$ cat config.mk
export PLATFORM = sky130hd
export DESIGN_NAME = utf8_to_utf16_decoder
export DESIGN_NICKNAME = d
export VERILOG_FILES = /design/src/rtl/u8u16_pkg.sv /design/src/rtl/utf8_to_utf16_decoder.sv
export SDC_FILE = /design/constraint.sdc
export NUM_CORES = 1
export LEC_CHECK = 0
export BUFFER_PORTS_ARGS = -buffer_cell sky130_fd_sc_hd__buf_2
export CAP_MARGIN = 20
export CORE_MARGIN = 2
export CORE_UTILIZATION = 60
export CTS_CLUSTER_SIZE = 16
export DETAILED_ROUTE_END_ITERATION = 8
export PLACE_DENSITY = 0.89
export SLEW_MARGIN = 25
export SYNTH_ARGS = -nofsm -noshare
export SYNTH_HDL_FRONTEND = slang
export SYNTH_SLANG_ARGS = --single-unit
$ cat constraint.sdc
create_clock -name clock -period 3 [get_ports clock]
set_input_delay 0.3 -clock clock [delete_from_list [all_inputs] [get_ports clock]]
set_output_delay 0.3 -clock clock [all_outputs]
set_load 0.02 [all_outputs]
$ cat src/rtl/u8u16_pkg.sv
package u8u16_pkg;

   localparam int MAX_UNITS = 4;
   localparam int POINT_W   = 21;
   localparam int UNIT_W    = 16;
   localparam int LEN_W     = 3;
   localparam int CNT_W     = $clog2(MAX_UNITS + 1);

   localparam logic [UNIT_W-1:0]  REPLACEMENT_UNIT = 16'hFFFD;
   localparam logic [UNIT_W-1:0]  HI_SURR_BASE     = 16'hD800;
   localparam logic [UNIT_W-1:0]  LO_SURR_BASE     = 16'hDC00;
   localparam logic [POINT_W-1:0] SUPPLEMENTARY    = 21'h10000;

   // sequence lengths held in the pending-length register
   localparam logic [LEN_W-1:0] LEN_NONE  = 3'd0;
   localparam logic [LEN_W-1:0] LEN_TWO   = 3'd2;
   localparam logic [LEN_W-1:0] LEN_THREE = 3'd3;
   localparam logic [LEN_W-1:0] LEN_FOUR  = 3'd4;

   typedef logic [UNIT_W-1:0] unit_type;
   typedef unit_type [MAX_UNITS-1:0] unit_list_type;

endpackage

$ cat src/rtl/utf8_to_utf16_decoder.sv
// UTF-8 to UTF-16 decoder.
// Input channel req_*: one UTF-8 byte per item, req_end_of_string set on the
// last byte of a string flushes any sequence still open as 0xFFFD units.
// Result channel rsp_*: one 16-bit UTF-16 unit per item; rsp_last_of_run
// marks the final unit caused by one input byte. A byte yields 0 to 4 units.
// Decoding of a byte is done in the cycle it is accepted; its units are
// loaded into a 4-entry result buffer and shown from the next cycle on.
// Throughput: one byte per cycle while each byte yields at most one unit
// and the receiver keeps rsp_ready high. A byte that yields N units occupies
// the result buffer until all N are taken; the next byte is taken in the
// same cycle the last of those units is taken. Bytes that yield nothing
// (lead and middle bytes of a sequence) leave the buffer empty and do not
// hold up the next byte.
// Reset clears the pending sequence and empties the result buffer.
// When the receiver holds rsp_ready low the buffer holds its units and
// req_ready drops once the last buffered unit is not being taken.
module utf8_to_utf16_decoder
   import u8u16_pkg::*;
(
   input  logic        clock,
   input  logic        reset,
   input  logic        req_valid,
   output logic        req_ready,
   input  logic [7:0]  req_byte_in,
   input  logic        req_end_of_string,
   output logic        rsp_valid,
   input  logic        rsp_ready,
   output logic [15:0] rsp_unit,
   output logic        rsp_last_of_run
);

   unit_list_type      units_ff, units_in;
   logic [CNT_W-1:0]   rem_ff, rem_in;
   logic [POINT_W-1:0] point_ff, point_in;
   logic [LEN_W-1:0]   exp_ff, exp_in;
   logic [LEN_W-1:0]   taken_ff, taken_in;

   // decoder outputs for the byte on the input ports
   unit_list_type      dec_units;
   logic [CNT_W-1:0]   dec_cnt;

   logic               req_fire, rsp_fire;

   assign rsp_valid       = (rem_ff != '0);
   assign rsp_unit        = units_ff[0];
   assign rsp_last_of_run = (rem_ff == CNT_W'(1));
   assign req_ready       = (rem_ff == '0) || (rsp_last_of_run && rsp_ready);
   assign req_fire        = req_valid && req_ready;
   assign rsp_fire        = rsp_valid && rsp_ready;

   // byte decode
   logic               is_cont;
   logic [POINT_W-1:0] cp;
   logic [POINT_W-1:0] v;
   logic [LEN_W-1:0]   taken_nx;
   logic [1:0]         n_flush;
   logic               lead_out;
   unit_type           lead_unit;

   always_comb begin
      is_cont   = (req_byte_in[7:6] == 2'b10);
      cp        = {point_ff[POINT_W-7:0], req_byte_in[5:0]};
      v         = cp - SUPPLEMENTARY;
      taken_nx  = taken_ff + LEN_W'(1);
      n_flush   = 2'd0;
      lead_out  = 1'b0;
      lead_unit = REPLACEMENT_UNIT;
      point_in  = point_ff;
      exp_in    = exp_ff;
      taken_in  = taken_ff;
      dec_units = {MAX_UNITS{REPLACEMENT_UNIT}};
      dec_cnt   = '0;

      if (exp_ff != LEN_NONE && is_cont) begin
         if (taken_nx >= exp_ff) begin
            point_in = '0;
            exp_in   = LEN_NONE;
            taken_in = '0;
            if (cp[POINT_W-1:16] != '0) begin
               dec_units[0] = HI_SURR_BASE + UNIT_W'(v[POINT_W-1:10]);
               dec_units[1] = LO_SURR_BASE + UNIT_W'(v[9:0]);
               dec_cnt      = CNT_W'(2);
            end else begin
               dec_units[0] = cp[UNIT_W-1:0];
               dec_cnt      = CNT_W'(1);
            end
         end else if (req_end_of_string) begin
            // cut short: one replacement per byte taken, this one included
            point_in = '0;
            exp_in   = LEN_NONE;
            taken_in = '0;
            dec_cnt  = CNT_W'(taken_nx);
         end else begin
            point_in = cp;
            taken_in = taken_nx;
         end
      end else begin
         // flush an open sequence, then treat the byte as a lead
         if (exp_ff != LEN_NONE) begin
            n_flush = taken_ff[1:0];
         end
         point_in = '0;
         exp_in   = LEN_NONE;
         taken_in = '0;
         if (!req_byte_in[7]) begin
            lead_out  = 1'b1;
            lead_unit = UNIT_W'(req_byte_in);
         end else if (req_byte_in[7:5] == 3'b110 && !req_end_of_string) begin
            point_in = POINT_W'(req_byte_in[4:0]);
            exp_in   = LEN_TWO;
            taken_in = LEN_W'(1);
         end else if (req_byte_in[7:4] == 4'b1110 && !req_end_of_string) begin
            point_in = POINT_W'(req_byte_in[3:0]);
            exp_in   = LEN_THREE;
            taken_in = LEN_W'(1);
         end else if (req_byte_in[7:3] == 5'b11110 && !req_end_of_string) begin
            point_in = POINT_W'(req_byte_in[2:0]);
            exp_in   = LEN_FOUR;
            taken_in = LEN_W'(1);
         end else begin
            // bad lead, or a multi-byte lead that ends the string
            lead_out = 1'b1;
         end
         for (int i = 0; i < MAX_UNITS; i++) begin
            if (lead_out && (n_flush == i[1:0])) begin
               dec_units[i] = lead_unit;
            end
         end
         dec_cnt = CNT_W'(n_flush) + CNT_W'(lead_out);
      end
   end

   // result buffer: loaded from the decoder when a byte is taken, else shifts down one unit per taken result
   always_comb begin
      units_in = units_ff;
      rem_in   = rem_ff;
      if (req_fire) begin
         units_in = dec_units;
         rem_in   = dec_cnt;
      end else if (rsp_fire) begin
         for (int i = 0; i < MAX_UNITS - 1; i++) begin
            units_in[i] = units_ff[i+1];
         end
         rem_in = rem_ff - CNT_W'(1);
      end
   end

   always_ff @(posedge clock) begin
      units_ff <= units_in;
      if (reset) begin
         rem_ff   <= '0;
         point_ff <= '0;
         exp_ff   <= LEN_NONE;
         taken_ff <= '0;
      end else begin
         rem_ff <= rem_in;
         if (req_fire) begin
            point_ff <= point_in;
            exp_ff   <= exp_in;
            taken_ff <= taken_in;
         end
      end
   end

   // an open sequence has its lead taken and is not yet complete
   assert property (@(posedge clock) disable iff (reset)
      exp_ff != LEN_NONE |-> exp_ff >= LEN_TWO && taken_ff != '0 && taken_ff < exp_ff)
      else $error("pending sequence bookkeeping inconsistent");

   // a byte is never taken while more than one unit is still buffered
   assert property (@(posedge clock) disable iff (reset)
      rem_ff > CNT_W'(1) |-> !req_ready)
      else $error("byte accepted with units still buffered");

   // a run does not end before its flagged last unit
   assert property (@(posedge clock) disable iff (reset)
      rsp_fire && !rsp_last_of_run |=> rsp_valid)
      else $error("run of units ended without last_of_run");

endmodule

==> results.json, run 1 <==
{
  "place_congestion": 0.935,
  "num_antenna_cells": 0,
  "status": "finished, final reports clean",
  "fp.dieW_um": 82.8,
  "powerDensity_nw_per_um2": 978,
  "setup_viol": 0,
  "netlist.area_leader.share_pct": 35.5,
  "critPathTopFamily": "compound AO/OA/AOI/OAI gates",
  "synthTopCellsByCount": "nand2_1 (47), edfxtp_1 (44), nor2_1 (29)",
  "layout-drive-gt1-share_pct": 19.5,
  "rsz0062_at_grt": "false",
  "final_area_um2": 4000,
  "grt_pass1_wl_um": 13400,
  "power.leakage_nw": 1.43,
  "cpMostUsedCell": "ha_1",
  "rr_worst_depth": 7,
  "synth.area.top_cells": "edfxtp_1 (35%), dfxtp_1 (13%), nand2_1 (4.7%), buf_4 (3.6%), ha_1 (3.4%)",
  "total_power_mw": 3.91,
  "period_needed_ns": 2.57,
  "drv_cap": 0,
  "root_buffer": "clkbuf_8",
  "synthMostInstantiatedCell": "nand2_1",
  "synth_xor_area_share_pct": 0.941,
  "die-area_um2": 6850,
  "clock_latency_ns": 0.36,
  "crit_required_ns": 3.25,
  "post_drt_via_cell_ratio": 6.44,
  "rows": 28,
  "initial_core_util_pct": 62.5,
  "netlist_area_um2": 3720,
  "cp-start-kind": "flop",
  "postCtsSetupBuffers": 0,
  "worst_slew_pin_slew_ns": 0.820,
  "place_area_um2": 3790,
  "cpPeakStageDelay_ns": 0.47,
  "ant_nets": 0,
  "cts_buffer_depth": 2,
  "grt_start_max_net_pins": 39,
  "synth_ff_type": "edfxtp_1",
  "avgRoutedWirePerCell_um": 18.4,
  "slew_violations": 0,
  "pre_cts_ws_ns": 0.427,
  "cp.depth": 7,
  "postCtsHoldBufs": 0,
  "io-pin-count": 32,
  "vias": 2961,
  "clk_pin_slew_worst_paths_ns": 0.08,
  "dr.pass1.iters": 5,
  "fin_tns_setup_ns": 0,
  "ys_warn_count": 0,
  "wirelength_um": 8460,
  "grt_use_total_pct": 26.7,
  "whs_path_depth": 3,
  "vdd_ir_drop_max_mv": 0.568,
  "synthCells": 369,
  "cts_resized": 0,
  "hold_class": "input port to flop",
  "final.setup.worst_slack_ns": 0.429,
  "synth_fa_ha_area_share_pct": 3.36,
  "async_reset_ff_share_pct": 0,
  "syn_area_per_cell_um2": 10.1,
  "finalCritPeriodShare_pct": 85.7,
  "coreArea_um2": 5960,
  "timing.fmax_ghz": 0.389,
  "max_slew_margin_pct": 45.3,
  "ctsHtreeMaxLevel": 3,
  "die_y_um": 82.8,
  "critical-path-slowest-cell": "dfxtp_1",
  "synth_seq_cells": 68,
  "grt_pass1_vias": 2769,
  "area_growth_pct": 7.36,
  "synth_nets": 392,
  "path_cells": "ha_1 > xor2_1 > ha_1 > a21o_1 > a31oi_4 > mux2_2 > a211oi_1",
  "grt_antenna_before_repair": 0,
  "synth_mux_area_share_pct": 2.72,
  "synth_top_family_by_area": "simple AND/OR/NAND/NOR gates",
  "hpwlAfterDp_um": 5770,
  "finalClockSkew_ns": 0.00958,
  "drt_iter0_drc": 316,
  "cp.arrival_ns": 2.82,
  "yosys.area_share.simple_pct": 20.2,
  "hold_violations": 0,
  "crit_fanout": 9,
  "synth_compound_area_share_pct": 16.8,
  "gr-total-overflow": 0,
  "worst_hold_slack_ns": 0.292,
  "yosysSeqAreaShare_pct": 48.4,
  "clock-sinks": 68,
  "finalNetCount": 403,
  "cts-buffers-inserted": 9,
  "io_buffers": 31,
  "cts_tree": "done",
  "crit_buf_inv": 0,
  "synth_edf_count": 44,
  "synth_cell_type_count": 63,
  "end_kind": "flop",
  "path_class": "flop to flop",
  "synth_top_cell_by_area": "edfxtp_1",
  "drc": 0
}
## flip-flops by register name, summed over array words and instances (netlist names)
signal,cells
rem_ff,3
exp_ff,3
point_ff,15
units_ff,28
rsp_unit,16
taken_ff,3
## layout by cell type (no fill, tap or decap), drive strengths merged, types with 5 or more instances in the layout
cell / instances
a31oi: 6
a211oi: 8
nor2: 34
o21ai: 5
inv: 13
nand2: 48
o22a: 6
a221o: 6
dfxtp: 24
mux2i: 9
nand3: 18
ha: 10
clkbuf: 10
buf: 38
edfxtp: 44
a21oi: 11
o211ai: 7
nor3: 14
nand2b: 8
or3: 9
## path summary, 6_finish.rpt
path	slack, ns	end	start
worst min-delay path	0.29	point_ff[2]	req_byte_in[2]
worst max-delay path	0.43	rem_ff[1]	taken_ff[0]
worst min register to register	0.50	exp_ff[1]	exp_ff[1]
worst max register to register	0.43	rem_ff[1]	taken_ff[0]
## cell type report
| cell class | count | area, um2 |
|---|---|---|
| Sequential cell | 68 | 1800 |
| Clock inverter | 6 | 78.8 |
| Fill cell | 460 | 1960 |
| Clock buffer | 10 | 128 |
| Multi-Input combinational cell | 250 | 1640 |
| Tap cell | 75 | 93.8 |
| Inverter | 13 | 48.8 |
| Timing Repair Buffer | 38 | 208 |
## tightest hold or removal path, stage by stage
cell	delay [ns]
buf_2	0.14
nand2_1	0.10
a211oi_1	0.07
## per-stage QoR
step,std cells,util [%]
floorplan,369,-
global placement,444,63.6
detailed placement,444,63.6
CTS,460,67.1
global route,460,67.1
finish,460,67.1
## kinds of logic after synthesis
group           after synthesis
simple gates                151
compound gates               75
flops                        68
buf+inv                      51
mux                          10
fa+ha+maj                    10
xor+xnor                      4
## where the power goes
part           total (mW)  switching (mW)  internal [mW]  leakage [nW]
Clock               0.810           0.349          0.461         0.107
Combinational        1.60            1.07          0.534         0.764
Sequential           1.50           0.100           1.40         0.558
## metal layers
| layer | part of all wire, % | GRT usage (%) | up-vias |
|---|---|---|---|
| met4 | 2.7 | 11.8 | 0 |
| li1 | - | - | 1364 |
| met3 | 9.3 | 6.30 | 28 |
| met2 | 49 | 44.3 | 172 |
| met5 | 0 | 0 | - |
| met1 | 39 | 33.3 | 1397 |
No activity file was read; power rests on OpenSTA's default activity.
==> run 2, diff against run 1 <==
Settings changed: CAP_MARGIN 20 to 10, CTS_BUF_LIST set to sky130_fd_sc_hd__clkbuf_8.
==> run 2 against run 1 <==
Net effect:
- non-clock buffer count stayed put
- routed wire length is 0.53% higher
- via count is 0.10% higher
- global-route usage stayed put
- first-iteration DRC count is 1.3% lower
- maximum frequency is 0.17% higher
- cell count stayed put
==> results.json, run 2 (same netlist as run 1, synthesis figures left out) <==
{
  "status": "finished, final reports clean",
  "rows": 28,
  "total_power_mw": 3.91,
  "p_switching_mw": 1.52,
  "avgRoutedWirePerCell_um": 18.5,
  "area_growth_pct": 7.36,
  "layout-drive-gt1-share_pct": 19.5,
  "finalNetCount": 403,
  "powerDensity_nw_per_um2": 978,
  "place_congestion": 0.935,
  "p_seq_share_pct": 38.3,
  "initial_core_util_pct": 62.5,
  "dr.pass1.iters": 5,
  "ctsHtreeMaxLevel": 3,
  "timing.fmax_ghz": 0.390,
  "io-pin-count": 32,
  "max_slew_margin_pct": 45.9,
  "power.leakage_nw": 1.43,
  "switching_share_pct": 38.9,
  "postCtsHoldBufs": 0,
  "num_antenna_cells": 0,
  "cts-buffers-inserted": 9,
  "grt_antenna_before_repair": 0,
  "grt_pass1_vias": 2769,
  "p_int_mw": 2.39,
  "cts_buffer_depth": 2,
  "postCtsSetupBuffers": 0,
  "cts_tree": "done",
  "hold_class": "input port to flop",
  "worst_hold_slack_ns": 0.292,
  "clkPwrFrac_pct": 20.7,
  "coreArea_um2": 5960,
  "largest_reg_flops": 28,
  "vdd_ir_drop_max_mv": 0.566,
  "fp.dieW_um": 82.8,
  "root_buffer": "clkbuf_8",
  "drc": 0,
  "final_common_cell": "nand2_1",
  "end_kind": "flop",
  "vias": 2964,
  "grt_use_total_pct": 26.7,
  "top_register": "units_ff",
  "gr-total-overflow": 0,
  "period_needed_ns": 2.57,
  "rsz0062_at_grt": "false",
  "cp.arrival_ns": 2.82,
  "grt_start_max_net_pins": 39,
  "ant_nets": 0,
  "crit_fanout": 9,
  "finalClockSkew_ns": 0.00991,
  "finalCritPeriodShare_pct": 85.6,
  "clk_pin_slew_worst_paths_ns": 0.08,
  "most-common-layout-cells": "nand2_1 (47), edfxtp_1 (44), buf_2 (31)",
  "worst_slew_pin_slew_ns": 0.811,
  "cts_resized": 0,
  "clock_latency_ns": 0.36,
  "wirelength_um": 8500,
  "drv_cap": 0,
  "setup_viol": 0,
  "drt_iter0_drc": 312,
  "fillers": 460,
  "place_area_um2": 3790,
  "post_drt_via_cell_ratio": 6.44,
  "die_y_um": 82.8,
  "hold_violations": 0,
  "path_class": "flop to flop",
  "cp-start-kind": "flop",
  "die-area_um2": 6850,
  "slew_violations": 0,
  "pwr-share-comb_pct": 41.0,
  "fin_tns_setup_ns": 0,
  "crit_required_ns": 3.25,
  "clock-sinks": 68,
  "hpwlAfterDp_um": 5770,
  "final_area_um2": 4000,
  "grt_pass1_wl_um": 13400,
  "io_buffers": 31
}
-- run 2: cell type report --
class                      count  area (um2)  area share (%)
tap                           75        93.8            2.35
sequential                    68        1800            45.1
multi-input combinational    250        1640            41.0
inverter                      13        48.8            1.22
clock buffer                   9         124            3.10
timing repair buffer          38         208            5.20
clock inverter                 7        82.6            2.07
-- run 2: stage by stage --
| stage | util, % | cells | setup slack [ns] |
|---|---|---|---|
| global placement | 63.6 | 444 | 0.643 |
| floorplan | - | 369 | 0.743 |
| finish | 67.1 | 460 | 0.433 |
| CTS | 67.1 | 460 | 0.444 |
| detailed placement | 63.6 | 444 | 0.427 |
| global route | 67.1 | 460 | 0.321 |
-- run 2: layer usage --
layer  vias up  GRT usage [%]  share of wire [%]
met2       179           44.3                 49
met5         -              0                  0
met1      1386           33.3                 38
met4         0           11.8                2.7
li1       1373              -                  -
met3        26           6.30                9.8
-- run 2: power groups by stage --
stage / Combinational (mW) / Sequential, mW / Clock (mW)
detailed placement: 1.58 / 1.51 / 0
global route: 1.74 / 1.52 / 0.843
floorplan: 1.32 / 1.49 / 0
finish: 1.60 / 1.50 / 0.810
CTS: 1.59 / 1.50 / 0.808
global placement: 1.53 / 1.50 / 0
-- run 2: final timing paths --
path | slack (ns) | from | cells after the start | end
max | 0.43 | taken_ff[0] | 7 | rem_ff[1]
min | 0.29 | req_byte_in[0] | 3 | point_ff[0]
max reg2reg | 0.43 | taken_ff[0] | 7 | rem_ff[1]
min reg2reg | 0.50 | exp_ff[1] | 2 | exp_ff[1]
-- run 2: critical path, cell delays in order (launching register included) --
cell,delay [ns]
dfxtp_1,0.46
ha_1,0.23
xor2_1,0.21
ha_1,0.32
a21o_1,0.25
a31oi_4,0.33
mux2_2,0.38
a211oi_1,0.28
